## src/rtl/core/qmtm_pkg.sv

```systemverilog
package qmtm_pkg;

	// fixed point one and rounding half
	localparam logic [17:0] ONE_Q16    = 18'd65536;
	localparam logic [24:0] ROUND_HALF = 25'd32768;

	// register indexes of the configuration port
	localparam logic [2:0] CFG_TILT_STEP        = 3'd0;
	localparam logic [2:0] CFG_POWER_STEP_SMALL = 3'd1;
	localparam logic [2:0] CFG_POWER_STEP_LARGE = 3'd2;
	localparam logic [2:0] CFG_POWER_MAX        = 3'd3;
	localparam logic [2:0] CFG_GAIN_LINEAR      = 3'd4;
	localparam logic [2:0] CFG_GAIN_DERIVATIVE  = 3'd5;

	// register reset values
	localparam logic [16:0] RST_TILT_STEP        = 17'd1311;
	localparam logic [7:0]  RST_POWER_STEP_SMALL = 8'd1;
	localparam logic [7:0]  RST_POWER_STEP_LARGE = 8'd5;
	localparam logic [7:0]  RST_POWER_MAX        = 8'd100;
	localparam logic [15:0] RST_GAIN_LINEAR      = 16'd1311;
	localparam logic [15:0] RST_GAIN_DERIVATIVE  = 16'd2621;

	// request kinds
	localparam logic REQ_CMD   = 1'b0;
	localparam logic REQ_ACCEL = 1'b1;

	// command keys
	localparam logic [7:0] KEY_1       = 8'h31;
	localparam logic [7:0] KEY_2       = 8'h32;
	localparam logic [7:0] KEY_3       = 8'h33;
	localparam logic [7:0] KEY_4       = 8'h34;
	localparam logic [7:0] KEY_5       = 8'h35;
	localparam logic [7:0] KEY_6       = 8'h36;
	localparam logic [7:0] KEY_7       = 8'h37;
	localparam logic [7:0] KEY_8       = 8'h38;
	localparam logic [7:0] KEY_9       = 8'h39;
	localparam logic [7:0] KEY_PWR_OFF = 8'h5A; // Z
	localparam logic [7:0] KEY_PWR_DNL = 8'h7A; // z
	localparam logic [7:0] KEY_PWR_DNS = 8'h78; // x
	localparam logic [7:0] KEY_PWR_UPS = 8'h63; // c
	localparam logic [7:0] KEY_PWR_UPL = 8'h76; // v
	localparam logic [7:0] KEY_PWR_MAX = 8'h56; // V

	typedef struct packed {
		logic [16:0] tilt_step;
		logic [7:0]  power_step_small;
		logic [7:0]  power_step_large;
		logic [7:0]  power_max;
		logic [15:0] gain_linear;
		logic [15:0] gain_derivative;
	} cfg_t;

	typedef struct packed {
		logic signed [17:0] tilt_x;
		logic signed [17:0] tilt_y;
		logic [7:0]         power;
	} mix_state_t;

	// factor of the motor lowered by negative tilt
	function automatic logic [16:0] factor_neg(input logic signed [17:0] t);
		logic [17:0] s;
		begin
			s = ONE_Q16 + t;
			return t[17] ? s[16:0] : ONE_Q16[16:0];
		end
	endfunction

	// factor of the motor lowered by positive tilt
	function automatic logic [16:0] factor_pos(input logic signed [17:0] t);
		logic [17:0] s;
		begin
			s = ONE_Q16 - t;
			return (!t[17] && (t != 18'sd0)) ? s[16:0] : ONE_Q16[16:0];
		end
	endfunction

	// round(f * p) with f in Q16
	function automatic logic [7:0] drive_val(input logic [16:0] f, input logic [7:0] p);
		logic [24:0] prod;
		begin
			prod = 25'(f) * 25'(p) + ROUND_HALF;
			return prod[23:16];
		end
	endfunction

endpackage

```

## src/rtl/core/qmtm_if.sv

```systemverilog
interface qmtm_req_if #(parameter int ACCEL_BITS = 12);
	logic                         valid;
	logic                         ready;
	logic                         req_type;
	logic [7:0]                   cmd_byte;
	logic                         axis_sel;
	logic signed [ACCEL_BITS-1:0] accel_value;

	modport source (output valid, req_type, cmd_byte, axis_sel, accel_value, input ready);
	modport sink (input valid, req_type, cmd_byte, axis_sel, accel_value, output ready);
endinterface

interface qmtm_res_if;
	logic       valid;
	logic       ready;
	logic [7:0] pwm_x1;
	logic [7:0] pwm_x2;
	logic [7:0] pwm_y1;
	logic [7:0] pwm_y2;
	logic [7:0] total_power;

	modport source (output valid, pwm_x1, pwm_x2, pwm_y1, pwm_y2, total_power,
		input ready);
	modport sink (input valid, pwm_x1, pwm_x2, pwm_y1, pwm_y2, total_power,
		output ready);
endinterface

```

## src/rtl/core/quad_motor_tilt_mixer.sv

```systemverilog
// Four-motor tilt and power mixer.
// Channel req takes one item per handshake: a command byte (req_type 0) or
// one accelerometer sample for the X or Y axis (req_type 1). Channel res
// gives one item per request with the four motor drives and the total power.
// Configuration goes through cfg_we / cfg_idx / cfg_data; the user must write it
// only while no item is in flight, as the block itself does not enforce this.
// Throughput: one item per cycle while res.ready holds. The tilt and power
// registers are updated once per item, so items may follow back to back.
// A request accepted passes the input register, the state update and the
// output register with the drive multipliers before its result shows.
// When the receiver stalls, the three stages fill up and req.ready drops only
// once all of them hold an item; the waiting result holds steady.
// Reset clears tilt, power, last samples and all valid flags, and loads the
// register defaults.
module quad_motor_tilt_mixer #(
	parameter int ACCEL_BITS = 12
) (
	input  logic        clk,
	input  logic        arst_n,
	qmtm_req_if.sink    req,
	qmtm_res_if.source  res,
	input  logic        cfg_we,
	input  logic [2:0]  cfg_idx,
	input  logic [16:0] cfg_data
);

	qmtm_pkg::cfg_t       cfg_q;
	qmtm_pkg::mix_state_t st;

	logic                         valid_s1, valid_s2, valid_s3;
	logic                         req_type_s1, axis_sel_s1;
	logic [7:0]                   cmd_byte_s1;
	logic signed [ACCEL_BITS-1:0] accel_value_s1;
	logic                         free_s3, free_s2, acc;

	// configuration registers
	always_ff @(posedge clk or negedge arst_n) begin
		if (!arst_n) begin
			cfg_q.tilt_step        <= qmtm_pkg::RST_TILT_STEP;
			cfg_q.power_step_small <= qmtm_pkg::RST_POWER_STEP_SMALL;
			cfg_q.power_step_large <= qmtm_pkg::RST_POWER_STEP_LARGE;
			cfg_q.power_max        <= qmtm_pkg::RST_POWER_MAX;
			cfg_q.gain_linear      <= qmtm_pkg::RST_GAIN_LINEAR;
			cfg_q.gain_derivative  <= qmtm_pkg::RST_GAIN_DERIVATIVE;
		end else if (cfg_we) begin
			unique case (cfg_idx)
				qmtm_pkg::CFG_TILT_STEP:        cfg_q.tilt_step        <= cfg_data;
				qmtm_pkg::CFG_POWER_STEP_SMALL: cfg_q.power_step_small <= cfg_data[7:0];
				qmtm_pkg::CFG_POWER_STEP_LARGE: cfg_q.power_step_large <= cfg_data[7:0];
				qmtm_pkg::CFG_POWER_MAX:        cfg_q.power_max        <= cfg_data[7:0];
				qmtm_pkg::CFG_GAIN_LINEAR:      cfg_q.gain_linear      <= cfg_data[15:0];
				qmtm_pkg::CFG_GAIN_DERIVATIVE:  cfg_q.gain_derivative  <= cfg_data[15:0];
				default: begin end
			endcase
		end
	end

	// pipeline flow control
	assign free_s3   = !valid_s3 || res.ready;
	assign free_s2   = !valid_s2 || free_s3;
	assign req.ready = !valid_s1 || free_s2;
	assign acc       = req.valid && req.ready;
	assign res.valid = valid_s3;

	always_ff @(posedge clk or negedge arst_n) begin
		if (!arst_n) begin
			valid_s1 <= 1'b0;
			valid_s2 <= 1'b0;
			valid_s3 <= 1'b0;
		end else begin
			if (acc)
				valid_s1 <= 1'b1;
			else if (free_s2)
				valid_s1 <= 1'b0;
			if (free_s2)
				valid_s2 <= valid_s1;
			if (free_s3)
				valid_s3 <= valid_s2;
		end
	end

	// input register
	always_ff @(posedge clk) begin
		if (acc) begin
			req_type_s1    <= req.req_type;
			cmd_byte_s1    <= req.cmd_byte;
			axis_sel_s1    <= req.axis_sel;
			accel_value_s1 <= req.accel_value;
		end
	end

	qmtm_state #(
		.ACCEL_BITS(ACCEL_BITS)
	) u_state (
		.clk        (clk),
		.arst_n     (arst_n),
		.cfg        (cfg_q),
		.upd        (valid_s1 && free_s2),
		.req_type   (req_type_s1),
		.cmd_byte   (cmd_byte_s1),
		.axis_sel   (axis_sel_s1),
		.accel_value(accel_value_s1),
		.st         (st)
	);

	qmtm_drive u_drive (
		.clk        (clk),
		.load       (valid_s2 && free_s3),
		.st         (st),
		.pwm_x1     (res.pwm_x1),
		.pwm_x2     (res.pwm_x2),
		.pwm_y1     (res.pwm_y1),
		.pwm_y2     (res.pwm_y2),
		.total_power(res.total_power)
	);

endmodule

```

## src/rtl/core/qmtm_state.sv

```systemverilog
module qmtm_state #(
	parameter int ACCEL_BITS = 12
) (
	input  logic                         clk,
	input  logic                         arst_n,
	input  qmtm_pkg::cfg_t               cfg,
	input  logic                         upd,
	input  logic                         req_type,
	input  logic [7:0]                   cmd_byte,
	input  logic                         axis_sel,
	input  logic signed [ACCEL_BITS-1:0] accel_value,
	output qmtm_pkg::mix_state_t         st
);

	localparam int AW = ACCEL_BITS;
	localparam int SW = AW + 20;
	localparam logic signed [SW-1:0] SAT_POS = SW'(65536);
	localparam logic signed [SW-1:0] SAT_NEG = -SAT_POS;

	logic signed [17:0]   tilt_x_q, tilt_y_q;
	logic [7:0]           power_q;
	logic signed [AW-1:0] prev_x_q, prev_y_q;

	logic                 dx_inc, dx_dec, dy_inc, dy_dec, tilt_clr, pwr_en;
	logic signed [9:0]    pwr_inc;
	logic signed [9:0]    pwr_sum;
	logic [7:0]           pwr_next;
	logic signed [SW-1:0] step_ext, tx_ext, ty_ext, tx_cmd, ty_cmd;
	logic signed [AW-1:0] prev_sel;
	logic signed [AW:0]   diff;
	logic signed [AW+16:0] lin;
	logic signed [AW+17:0] der;
	logic signed [SW-1:0] adj, t_sel, t_acc;
	logic signed [17:0]   tx_cmd_sat, ty_cmd_sat, t_acc_sat;

	function automatic logic signed [17:0] sat_tilt(input logic signed [SW-1:0] v);
		begin
			if (v > SAT_POS)
				return SAT_POS[17:0];
			else if (v < SAT_NEG)
				return SAT_NEG[17:0];
			else
				return v[17:0];
		end
	endfunction

	// command decode
	always_comb begin
		dx_inc   = 1'b0;
		dx_dec   = 1'b0;
		dy_inc   = 1'b0;
		dy_dec   = 1'b0;
		tilt_clr = 1'b0;
		pwr_en   = 1'b0;
		pwr_inc  = 10'sd0;
		unique case (cmd_byte)
			qmtm_pkg::KEY_1: begin dx_dec = 1'b1; dy_dec = 1'b1; end
			qmtm_pkg::KEY_2: begin dy_dec = 1'b1; end
			qmtm_pkg::KEY_3: begin dx_inc = 1'b1; dy_dec = 1'b1; end
			qmtm_pkg::KEY_4: begin dx_dec = 1'b1; end
			qmtm_pkg::KEY_5: begin tilt_clr = 1'b1; end
			qmtm_pkg::KEY_6: begin dx_inc = 1'b1; end
			qmtm_pkg::KEY_7: begin dx_dec = 1'b1; dy_inc = 1'b1; end
			qmtm_pkg::KEY_8: begin dy_inc = 1'b1; end
			qmtm_pkg::KEY_9: begin dx_inc = 1'b1; dy_inc = 1'b1; end
			qmtm_pkg::KEY_PWR_OFF: begin
				pwr_en  = 1'b1;
				pwr_inc = -$signed({2'b00, cfg.power_max});
			end
			qmtm_pkg::KEY_PWR_DNL: begin
				pwr_en  = 1'b1;
				pwr_inc = -$signed({2'b00, cfg.power_step_large});
			end
			qmtm_pkg::KEY_PWR_DNS: begin
				pwr_en  = 1'b1;
				pwr_inc = -$signed({2'b00, cfg.power_step_small});
			end
			qmtm_pkg::KEY_PWR_UPS: begin
				pwr_en  = 1'b1;
				pwr_inc = $signed({2'b00, cfg.power_step_small});
			end
			qmtm_pkg::KEY_PWR_UPL: begin
				pwr_en  = 1'b1;
				pwr_inc = $signed({2'b00, cfg.power_step_large});
			end
			qmtm_pkg::KEY_PWR_MAX: begin
				pwr_en  = 1'b1;
				pwr_inc = $signed({2'b00, cfg.power_max});
			end
			default: begin end
		endcase
	end

	// tilt keys
	always_comb begin
		step_ext = $signed({{(SW-17){1'b0}}, cfg.tilt_step});
		tx_ext   = {{(SW-18){tilt_x_q[17]}}, tilt_x_q};
		ty_ext   = {{(SW-18){tilt_y_q[17]}}, tilt_y_q};
		tx_cmd   = tx_ext + (dx_inc ? step_ext : '0) - (dx_dec ? step_ext : '0);
		ty_cmd   = ty_ext + (dy_inc ? step_ext : '0) - (dy_dec ? step_ext : '0);
		tx_cmd_sat = sat_tilt(tx_cmd);
		ty_cmd_sat = sat_tilt(ty_cmd);
	end

	// power keys, clamp to 0..power_max
	always_comb begin
		pwr_sum = $signed({2'b00, power_q}) + pwr_inc;
		if (pwr_sum > $signed({2'b00, cfg.power_max}))
			pwr_next = cfg.power_max;
		else if (pwr_sum < 10'sd0)
			pwr_next = 8'd0;
		else
			pwr_next = pwr_sum[7:0];
	end

	// pd term of an accelerometer sample
	always_comb begin
		prev_sel = axis_sel ? prev_y_q : prev_x_q;
		diff     = {accel_value[AW-1], accel_value} - {prev_sel[AW-1], prev_sel};
		lin      = $signed({1'b0, cfg.gain_linear}) * accel_value;
		der      = $signed({1'b0, cfg.gain_derivative}) * diff;
		adj      = {{(SW-AW-17){lin[AW+16]}}, lin} + {{(SW-AW-18){der[AW+17]}}, der};
		t_sel    = axis_sel ? ty_ext : tx_ext;
		t_acc    = t_sel + adj;
		t_acc_sat = sat_tilt(t_acc);
	end

	// state registers
	always_ff @(posedge clk or negedge arst_n) begin
		if (!arst_n) begin
			tilt_x_q <= '0;
			tilt_y_q <= '0;
			power_q  <= '0;
			prev_x_q <= '0;
			prev_y_q <= '0;
		end else if (upd) begin
			if (req_type == qmtm_pkg::REQ_ACCEL) begin
				if (axis_sel) begin
					tilt_y_q <= t_acc_sat;
					prev_y_q <= accel_value;
				end else begin
					tilt_x_q <= t_acc_sat;
					prev_x_q <= accel_value;
				end
			end else begin
				if (tilt_clr) begin
					tilt_x_q <= '0;
					tilt_y_q <= '0;
				end else begin
					tilt_x_q <= tx_cmd_sat;
					tilt_y_q <= ty_cmd_sat;
				end
				if (pwr_en)
					power_q <= pwr_next;
			end
		end
	end

	assign st.tilt_x = tilt_x_q;
	assign st.tilt_y = tilt_y_q;
	assign st.power  = power_q;

endmodule

```

## src/rtl/core/qmtm_drive.sv

```systemverilog
module qmtm_drive (
	input  logic                 clk,
	input  logic                 load,
	input  qmtm_pkg::mix_state_t st,
	output logic [7:0]           pwm_x1,
	output logic [7:0]           pwm_x2,
	output logic [7:0]           pwm_y1,
	output logic [7:0]           pwm_y2,
	output logic [7:0]           total_power
);

	logic [7:0] mx1_s3, mx2_s3, my1_s3, my2_s3, pwr_s3;

	// motor drives from the current tilt and power
	always_ff @(posedge clk) begin
		if (load) begin
			mx1_s3 <= qmtm_pkg::drive_val(qmtm_pkg::factor_neg(st.tilt_x), st.power);
			mx2_s3 <= qmtm_pkg::drive_val(qmtm_pkg::factor_pos(st.tilt_x), st.power);
			my1_s3 <= qmtm_pkg::drive_val(qmtm_pkg::factor_neg(st.tilt_y), st.power);
			my2_s3 <= qmtm_pkg::drive_val(qmtm_pkg::factor_pos(st.tilt_y), st.power);
			pwr_s3 <= st.power;
		end
	end

	assign pwm_x1      = mx1_s3;
	assign pwm_x2      = mx2_s3;
	assign pwm_y1      = my1_s3;
	assign pwm_y2      = my2_s3;
	assign total_power = pwr_s3;

endmodule

```

## src/flat_wrapper.sv

```systemverilog
// flat-port wrapper written by rule: the top's interface ports become plain ports
module quad_motor_tilt_mixer_flat 
#(
	parameter int ACCEL_BITS = 12
)
  (clk, arst_n, cfg_we, cfg_idx, cfg_data, req_valid, req_req_type, req_cmd_byte, req_axis_sel, req_accel_value, req_ready, res_valid, res_pwm_x1, res_pwm_x2, res_pwm_y1, res_pwm_y2, res_total_power, res_ready);
  qmtm_req_if #(.ACCEL_BITS(ACCEL_BITS)) req_i ();
  qmtm_res_if res_i ();
  input  logic clk;
  input  logic arst_n;
  input  logic cfg_we;
  input  logic [2:0] cfg_idx;
  input  logic [16:0] cfg_data;
  input wire logic [$bits(req_i.valid)-1:0] req_valid;
  input wire logic [$bits(req_i.req_type)-1:0] req_req_type;
  input wire logic [$bits(req_i.cmd_byte)-1:0] req_cmd_byte;
  input wire logic [$bits(req_i.axis_sel)-1:0] req_axis_sel;
  input wire logic [$bits(req_i.accel_value)-1:0] req_accel_value;
  output wire logic [$bits(req_i.ready)-1:0] req_ready;
  output wire logic [$bits(res_i.valid)-1:0] res_valid;
  output wire logic [$bits(res_i.pwm_x1)-1:0] res_pwm_x1;
  output wire logic [$bits(res_i.pwm_x2)-1:0] res_pwm_x2;
  output wire logic [$bits(res_i.pwm_y1)-1:0] res_pwm_y1;
  output wire logic [$bits(res_i.pwm_y2)-1:0] res_pwm_y2;
  output wire logic [$bits(res_i.total_power)-1:0] res_total_power;
  input wire logic [$bits(res_i.ready)-1:0] res_ready;
  assign req_i.valid = req_valid;
  assign req_i.req_type = req_req_type;
  assign req_i.cmd_byte = req_cmd_byte;
  assign req_i.axis_sel = req_axis_sel;
  assign req_i.accel_value = req_accel_value;
  assign req_ready = req_i.ready;
  assign res_valid = res_i.valid;
  assign res_pwm_x1 = res_i.pwm_x1;
  assign res_pwm_x2 = res_i.pwm_x2;
  assign res_pwm_y1 = res_i.pwm_y1;
  assign res_pwm_y2 = res_i.pwm_y2;
  assign res_total_power = res_i.total_power;
  assign res_i.ready = res_ready;
  quad_motor_tilt_mixer #(.ACCEL_BITS(ACCEL_BITS)) u_core (.clk(clk), .arst_n(arst_n), .req(req_i), .res(res_i), .cfg_we(cfg_we), .cfg_idx(cfg_idx), .cfg_data(cfg_data));
endmodule
```

## config.mk

```make
export PLATFORM = sky130hd
export DESIGN_NAME = quad_motor_tilt_mixer_flat
export DESIGN_NICKNAME = d
export VERILOG_FILES = /design/src/rtl/core/qmtm_pkg.sv /design/src/rtl/core/qmtm_if.sv /design/src/rtl/core/quad_motor_tilt_mixer.sv /design/src/rtl/core/qmtm_state.sv /design/src/rtl/core/qmtm_drive.sv /design/src/flat_wrapper.sv
export SDC_FILE = /design/constraint.sdc
export NUM_CORES = 2
export LEC_CHECK = 0
export BUFFER_PORTS_ARGS = -buffer_cell sky130_fd_sc_hd__buf_2
export CORE_MARGIN = 2
export CORE_UTILIZATION = 43
export CTS_CLUSTER_SIZE = 16
export DETAILED_ROUTE_END_ITERATION = 6
export GPL_TIMING_DRIVEN = 0
export HOLD_SLACK_MARGIN = 0.03
export PLACE_DENSITY_LB_ADDON = 0.12
export SYNTH_ARGS = -nofsm -noshare
export SYNTH_HDL_FRONTEND = slang
export SYNTH_SLANG_ARGS = --single-unit
```

## constraint.sdc

```tcl
create_clock -name clk -period 10.9 [get_ports clk]
set_input_delay 2.18 -clock clk [delete_from_list [all_inputs] [get_ports clk]]
set_output_delay 2.18 -clock clk [all_outputs]
set_load 0.03 [all_outputs]
```

# ---- Yosys cells after proc, flatten, opt, wreduce, memory -nomap -nowiden
# Index checks and enable logic that the tools add are counted.
dict set report totals {
  ff_bits 206
  inputBits 47
  output_inout_bits 42
  wordCells 146
}
dict set report classes {
  add_sub_neg 19
  multipliers 6
  n_lt_le_gt_ge 8
  eq_ne 22
  mux 33
  n_bitwise 2
  n_reduce_logical 33
}
# operator n
set ops {}
lappend ops {{2-to-1 mux 18 bit} 12}
lappend ops {{2-to-1 mux 17 bit} 8}
lappend ops {{adder 24 x 16 -> 24 bit (second input constant)} 4}
lappend ops {{multiplier 17 x 8 -> 24 bit} 4}
lappend ops {{equality test 8 x 6 -> 1 bit (second input constant)} 9}
lappend ops {{case mux 10 bit (6 select lines)} 1}
lappend ops {{equality test 8 x 7 -> 1 bit (second input constant)} 6}
lappend ops {{greater-than comparator 20 x 18 -> 1 bit (second input constant)} 2}
lappend ops {{less-than comparator 20 x 17 -> 1 bit (second input constant)} 2}
lappend ops {{subtractor 19 x 18 -> 20 bit} 2}
lappend ops {{adder 18 x 18 -> 19 bit} 2}
lappend ops {{nonzero test 18 bit} 2}
lappend ops {{adder 17 bit (first input constant)} 2}
lappend ops {{subtractor 17 bit (first input constant)} 2}
lappend ops {{adder 32 x 31 -> 32 bit} 1}
lappend ops {{greater-than comparator 32 x 18 -> 1 bit (second input constant)} 1}
lappend ops {{less-than comparator 32 x 17 -> 1 bit (second input constant)} 1}
lappend ops {{2-to-1 mux 32 bit} 1}
lappend ops {{adder 29 x 30 -> 31 bit} 1}
lappend ops {{multiplier 17 x 13 -> 30 bit} 1}
lappend ops {{negation 8 -> 10 bit} 3}
lappend ops {{multiplier 17 x 12 -> 29 bit} 1}
lappend ops {{2-to-1 mux 8 bit} 2}
lappend ops {{AND reduction 2 bit} 8}
lappend ops {{19 further kinds} 45}

# ---- Depth between registers and ports, before layout
dict set report logic_depth {
  word_depth 11
  depth_mapped 43
  mapped_depth_nobuf 39
}

# ---- By module
# A second synthesis with hierarchy kept.
dict set report hier_totals {
  cells_unflattened 5027
  area_unflattened_um2 45283.4
}
# mod instances cells_per_inst area_each_um2 seq_area_each_um2
set modules_own_cells {}
lappend modules_own_cells {qmtm_state 1 2722 22997.1 1701.6}
lappend modules_own_cells {qmtm_drive 1 2112 18670.4 1201.2}
lappend modules_own_cells {quad_motor_tilt_mixer 1 193 3616.0 2596.2}

# ---- Worst setup path after synthesis
# Ideal clock, no wire load.
dict set report synth_timing {
  kind {reg2reg}
  start {register u_core.axis_sel_s1}
  end {register u_core.u_state.tilt_y_q[5]}
  setup_time_ps 96
  t_arrival_ps 9729
  required_time_ps 10804
  path_slack_ps 1076
  stages_incl_launch_ff 41
  cell_sequence {edfxtp_1 buf_2 buf_1 mux2_2 ha_1 fa_1 nor2b_1 o21ai_0 a21boi_0 o21ai_0 a21boi_0 o21ai_0 a21boi_0 o21ai_0 nand2b_1 xor2_1 clkbuf_1 and2_1 (+5 left out) fa_1 inv_1 fa_1 inv_1 ha_1 buf_2 a21oi_1 o22ai_1 a221o_1 nor2_1 a211oi_1 o41ai_1 xor2_1 or2_1 nor4_2 nor2_1 buf_2 o31ai_1}
}
dict set report synth_between {
  elab_chain_cells 10
  word_cells_on_any_way 14
  cone_classes {add/sub: 3; mul: 1; order compare: 2; eq/ne: 1; mux: 6; reduce/logical: 1}
}
# item line
set synth_lines {}
lappend synth_lines {{start: declaration} quad_motor_tilt_mixer.sv:31} ;# logic req_type_s1, axis_sel_s1;
lappend synth_lines {{start signal: assignment} quad_motor_tilt_mixer.sv:87} ;# axis_sel_s1 <= req.axis_sel;
lappend synth_lines {{2-to-1 mux 12 bit} qmtm_state.sv:118} ;# prev_sel = axis_sel ? prev_y_q : prev_x_q;
lappend synth_lines {{subtractor 12 x 12 -> 13 bit} qmtm_state.sv:119} ;# diff = {accel_value[AW-1], accel_value} - {prev_sel[AW-1], prev_sel};
lappend synth_lines {{multiplier 17 x 13 -> 30 bit} qmtm_state.sv:121} ;# der = $signed({1'b0, cfg.gain_derivative}) * diff;
lappend synth_lines {{adder 29 x 30 -> 31 bit} qmtm_state.sv:122} ;# adj = {{(SW-AW-17){lin[AW+16]}}, lin} + {{(SW-AW-18){der[AW+17]}}, der};
lappend synth_lines {{adder 32 x 31 -> 32 bit} qmtm_state.sv:124} ;# t_acc = t_sel + adj;
lappend synth_lines {{less-than comparator 32 x 17 -> 1 bit} qmtm_state.sv:40} ;# else if (v < SAT_NEG)
lappend synth_lines {{2-to-1 mux 18 bit} qmtm_state.sv:40}
lappend synth_lines {{2-to-1 mux 18 bit} qmtm_state.sv:38} ;# if (v > SAT_POS)
lappend synth_lines {{2-to-1 mux 18 bit} qmtm_state.sv:138} ;# if (axis_sel) begin
lappend synth_lines {{2-to-1 mux 18 bit} qmtm_state.sv:137} ;# if (req_type == qmtm_pkg::REQ_ACCEL) begin
lappend synth_lines {{end signal: assignment} qmtm_state.sv:139} ;# tilt_y_q <= t_acc_sat;
lappend synth_lines {{end signal: assignment} qmtm_state.sv:151} ;# tilt_y_q <= ty_cmd_sat;
lappend synth_lines {{end: declaration} qmtm_state.sv:20} ;# logic signed [17:0] tilt_x_q, tilt_y_q;
# Parallel ways exist; a longest one is shown, timed or not. The select of a mux whose other input is x is not followed.
# A chain may end at the register's enable or synchronous reset.

# ---- Worst setup path in the final report
dict set report layout_timing {
  start {register u_core.axis_sel_s1}
  end {register u_core.u_state.tilt_x_q[11]}
}
dict set report layout_between {
  elab_chain_cells 10
  word_cells_on_any_way 14
  cone_classes {add/sub: 3; mul: 1; order compare: 2; eq/ne: 1; mux: 6; reduce/logical: 1}
}
# item line
set layout_lines {}
lappend layout_lines {{2-to-1 mux 12 bit} qmtm_state.sv:118}
lappend layout_lines {{subtractor 12 x 12 -> 13 bit} qmtm_state.sv:119}
lappend layout_lines {{multiplier 17 x 13 -> 30 bit} qmtm_state.sv:121}
lappend layout_lines {{adder 29 x 30 -> 31 bit} qmtm_state.sv:122}
lappend layout_lines {{adder 32 x 31 -> 32 bit} qmtm_state.sv:124}
lappend layout_lines {{less-than comparator 32 x 17 -> 1 bit} qmtm_state.sv:40}
lappend layout_lines {{2-to-1 mux 18 bit} qmtm_state.sv:40}
lappend layout_lines {{2-to-1 mux 18 bit} qmtm_state.sv:38}
lappend layout_lines {{2-to-1 mux 18 bit} qmtm_state.sv:138}
lappend layout_lines {{2-to-1 mux 18 bit} qmtm_state.sv:137}
lappend layout_lines {{end signal: assignment} qmtm_state.sv:142} ;# tilt_x_q <= t_acc_sat;
lappend layout_lines {{end signal: assignment} qmtm_state.sv:150} ;# tilt_x_q <= tx_cmd_sat;
lappend layout_lines {{end: declaration} qmtm_state.sv:20}
# Parallel ways exist; a longest one is shown, timed or not. The select of a mux whose other input is x is not followed.

==> key figures <==
Setup path
  – Worst r2r src: u_core.axis_sel_s1
  – Worst Setup Start Kind: register
  – Critical Path Most Common Cell: fa_1
  – CP arrival: 11.08 ns
  – Worst r2r path cells: 38
  – Worst reg2reg endpoint: u_core.u_state.tilt_x_q[11]
  – Crit path from: u_core.axis_sel_s1
  – Critical path required time: 11.37 ns
  – CP endpoint kind: register
  – FF-to-FF setup slack: 0.29 ns
  – Type of the worst setup path: reg -> reg
  – Largest stage delay, worst path: 0.63 ns
  – CP Max Fanout: 16
  – Critical Path Slowest Stage Cell: o211ai_1

Hold path
  – Worst hold start: u_core.u_state.prev_y_q[4]
  – WHS Path Cells: 2
  – Worst Hold Class: reg -> reg
  – Hold endpoint: u_core.u_state.prev_y_q[4]

Placed design
  – Port Buffers: 86
  – Pre-CTS WS: -1.907 ns
  – Area after DPL: 46520 um^2
  – Post-DP HPWL: 120100 um
  – Cells after DPL: 6434
  – GP Congestion: 0.9690

Yosys
  – Synth area leader: fa_1
  – Number of synthesized flops with an enable pin: 62
  – Mapped cell area: 44270 um^2
  – Count leader, synth: inv_1
  – Seq cells post-synth: 206
  – Async SR Flop Fraction: 0.6990
  – Synth unique cells: 92
  – Warnings from Yosys: 0
  – Syn nets: 6222
  – Top FF cell, synth: dfrtp_1
  – Cells after synthesis: 4975
  – Sequential fraction of the synthesis area: 0.1242
  – Top cells by count, synth: 1024 x inv_1, 765 x fa_1, 598 x nand2_1, 435 x ha_1, 278 x and2_1
  – Top post-synthesis cells by area: fa_1 35%, ha_1 12%, inv_1 8.7%
  – Area fraction of the dominant cell type after synthesis: 0.3459
  – Synthesized area per cell: 8.899 um^2

Timing
  – Final min period: 10.61 ns
  – RSZ-0062 raised after global routing: true
  – Fmax: 0.09423 GHz
  – Final period util: 0.9736
  – Slew Limit Headroom: 0.03742
  – Least-Margin Pin Slew: 1.434 ns
  – TNS Setup: 0 ns
  – Final setup viols: 0
  – Final Hold Viols: 0
  – Final Max Slew Viols: 0
  – Final WS setup: 0.2882 ns
  – Clock Skew: 0.02176 ns

Clocking
  – Clk sinks: 206
  – Root Driver: clkbuf_16
  – CTS tree: yes
  – Clk pin slew, worst setup/hold paths: 0.06 ns
  – Cts hold-fix bufs: 0
  – Number of CTS-inserted buffers: 29
  – H-Tree Level Count: 1
  – CTS max path bufs: 3
  – Worst-skew pair later-pin latency: 0.65 ns

Floorplan
  – Core box area: 101900 um^2
  – Die area: 105500 um^2
  – FP Rows: 117
  – Ports: 89
  – Die X: 324.9 um
  – Die Y: 324.9 um
  – Initial cell density of the core: 0.4345

GRT
  – Antenna violations before repair: 1
  – Largest net degree at the start of global routing: 74
  – Gr usage total: 0.2746
  – Number of global-route vias before repair: 35411
  – First-pass GRT wire length: 218900 um
  – Total grt overflow: 0

Drt
  – DRT Wirelength: 143300 um
  – Pre-antenna DRT Iters: 6
  – Via density: 5.315
  – DRC viols: 0
  – Avg WL per Cell: 22.04 um
  – Starting DRT DRC Count: 2532
  – Via count: 34553
  – Post-DRT Antenna Nets: 0

Cells and area
  – Final-layout fill cell count: 10188
  – Fin cells: 6501
  – Combined area of the multi-input logic cells: 34420 um^2
  – Layout area overhead: 8.492%
  – Post-route cell area: 48030 um^2
  – Ratio of cells with drive above 1 in the final layout: 0.07133
  – Layout Nets: 6355
  – Reg area: 5499 um^2

Outcome
  – Status: finished clean

Flow run
  – Max Cap Viol: 0
-- routing by layer --
| metal | vias to the layer above | GRT usage | wire length [um] |
|---|---|---|---|
| met5 | - | 0 | 13 |
| met4 | 2 | 0.1247 | 7709 |
| met3 | 237 | 0.03470 | 7586 |
| met2 | 1047 | 0.4558 | 68030 |
| met1 | 17427 | 0.3588 | 59950 |
| li1 | 15840 | - | - |
-- cell families after synthesis --
kind of cell / synth area share
mux: 0.02281
xor+xnor: 0.02651
simple gates: 0.1828
buf+inv: 0.1070
fa+ha+maj: 0.4688
compound gates: 0.06785
flops: 0.1242
-- layout make-up --
type / instances / share of cell area
diodes: 2 / 0.0001042
plain buffers: 225 / 0.01922
clock buffers: 38 / 0.01732
clock inverters: 16 / 0.003673
inverters: 1027 / 0.08025
multi-input cells: 3513 / 0.7165
flip-flops and latches: 206 / 0.1145
well taps: 1368 / 0.03563
repair buffers: 106 / 0.01282
-- critical path, delay by kind of cell (launching register included) --
kind | cells | cell delay [ns]
AOI/OAI and AO/OA | 14 | 3.08
xor gates and xnor gates | 2 | 0.66
adders and majority gates | 10 | 4.31
buffers and inverters | 5 | 0.68
DFF | 1 | 0.38
muxes | 1 | 0.35
and+or+nand+nor | 6 | 0.97
-- layout by cell type (no fill, tap or decap), types with 31 or more instances in the layout --
cell type  count
o21ai_0      112
and3_1       139
xor2_1        32
nand3_1      115
fa_1         765
a21oi_1      101
nor2_1       168
and2_1       277
nand2b_1      43
edfxtp_1      62
nor3_1       115
nand2_1      598
mux2_2        71
nor2b_1       42
clkbuf_16     31
ha_1         434
clkbuf_1     199
xnor2_1       96
dfrtp_1      117
buf_2         97
inv_1       1024
-- stage by stage --
stage	hold slack, ns	util
5_1_grt	0.4914	0.4714
4_1_cts	0.4802	0.4683
2_1_floorplan	0.4444	-
3_3_place_gp	0.4583	0.4556
6_report	0.4802	0.4714
3_5_place_dp	0.4668	0.4566
-- sequential cells by signal, summed over array words and instances, names as in the netlist, 8 cells and up --
register                    cells
u_core.u_drive.pwm_y1           8
u_core.u_drive.pwm_y2           8
u_core.u_drive.total_power      8
u_core.accel_value_s1          12
u_core.u_drive.pwm_x2           8
u_core.u_state.tilt_y_q        18
u_core.u_state.prev_y_q        12
u_core.u_state.prev_x_q        12
u_core.u_state.power_q          8
u_core.u_drive.pwm_x1           8
u_core.cmd_byte_s1              8
u_core.u_state.tilt_x_q        18
u_core.cfg_q                   73
-- timing repair --
action,CTS,global route
setup endpoints to repair,36,35
hold endpoints to repair,0,0
pin swaps,4,14
gates cloned,0,1
setup buffers,4,9
gates resized for setup,41,69
-- worst max-delay path by stage --
stage | end | slack, ns | cells after the start
floorplan | u_core.u_state.tilt_y_q[5] | 1.08 | 40
global placement | u_core.u_state.tilt_x_q[9] | -1.94 | 38
finish | u_core.u_state.tilt_x_q[11] | 0.29 | 38
CTS | u_core.u_state.tilt_x_q[8] | 0.02 | 37
global route | u_core.u_state.tilt_y_q[4] | -0.10 | 39
detailed placement | u_core.u_state.tilt_x_q[9] | -1.91 | 38
Power is not shown: default switching activity piles up to over one toggle a cycle in this logic, so the estimate is an artifact.
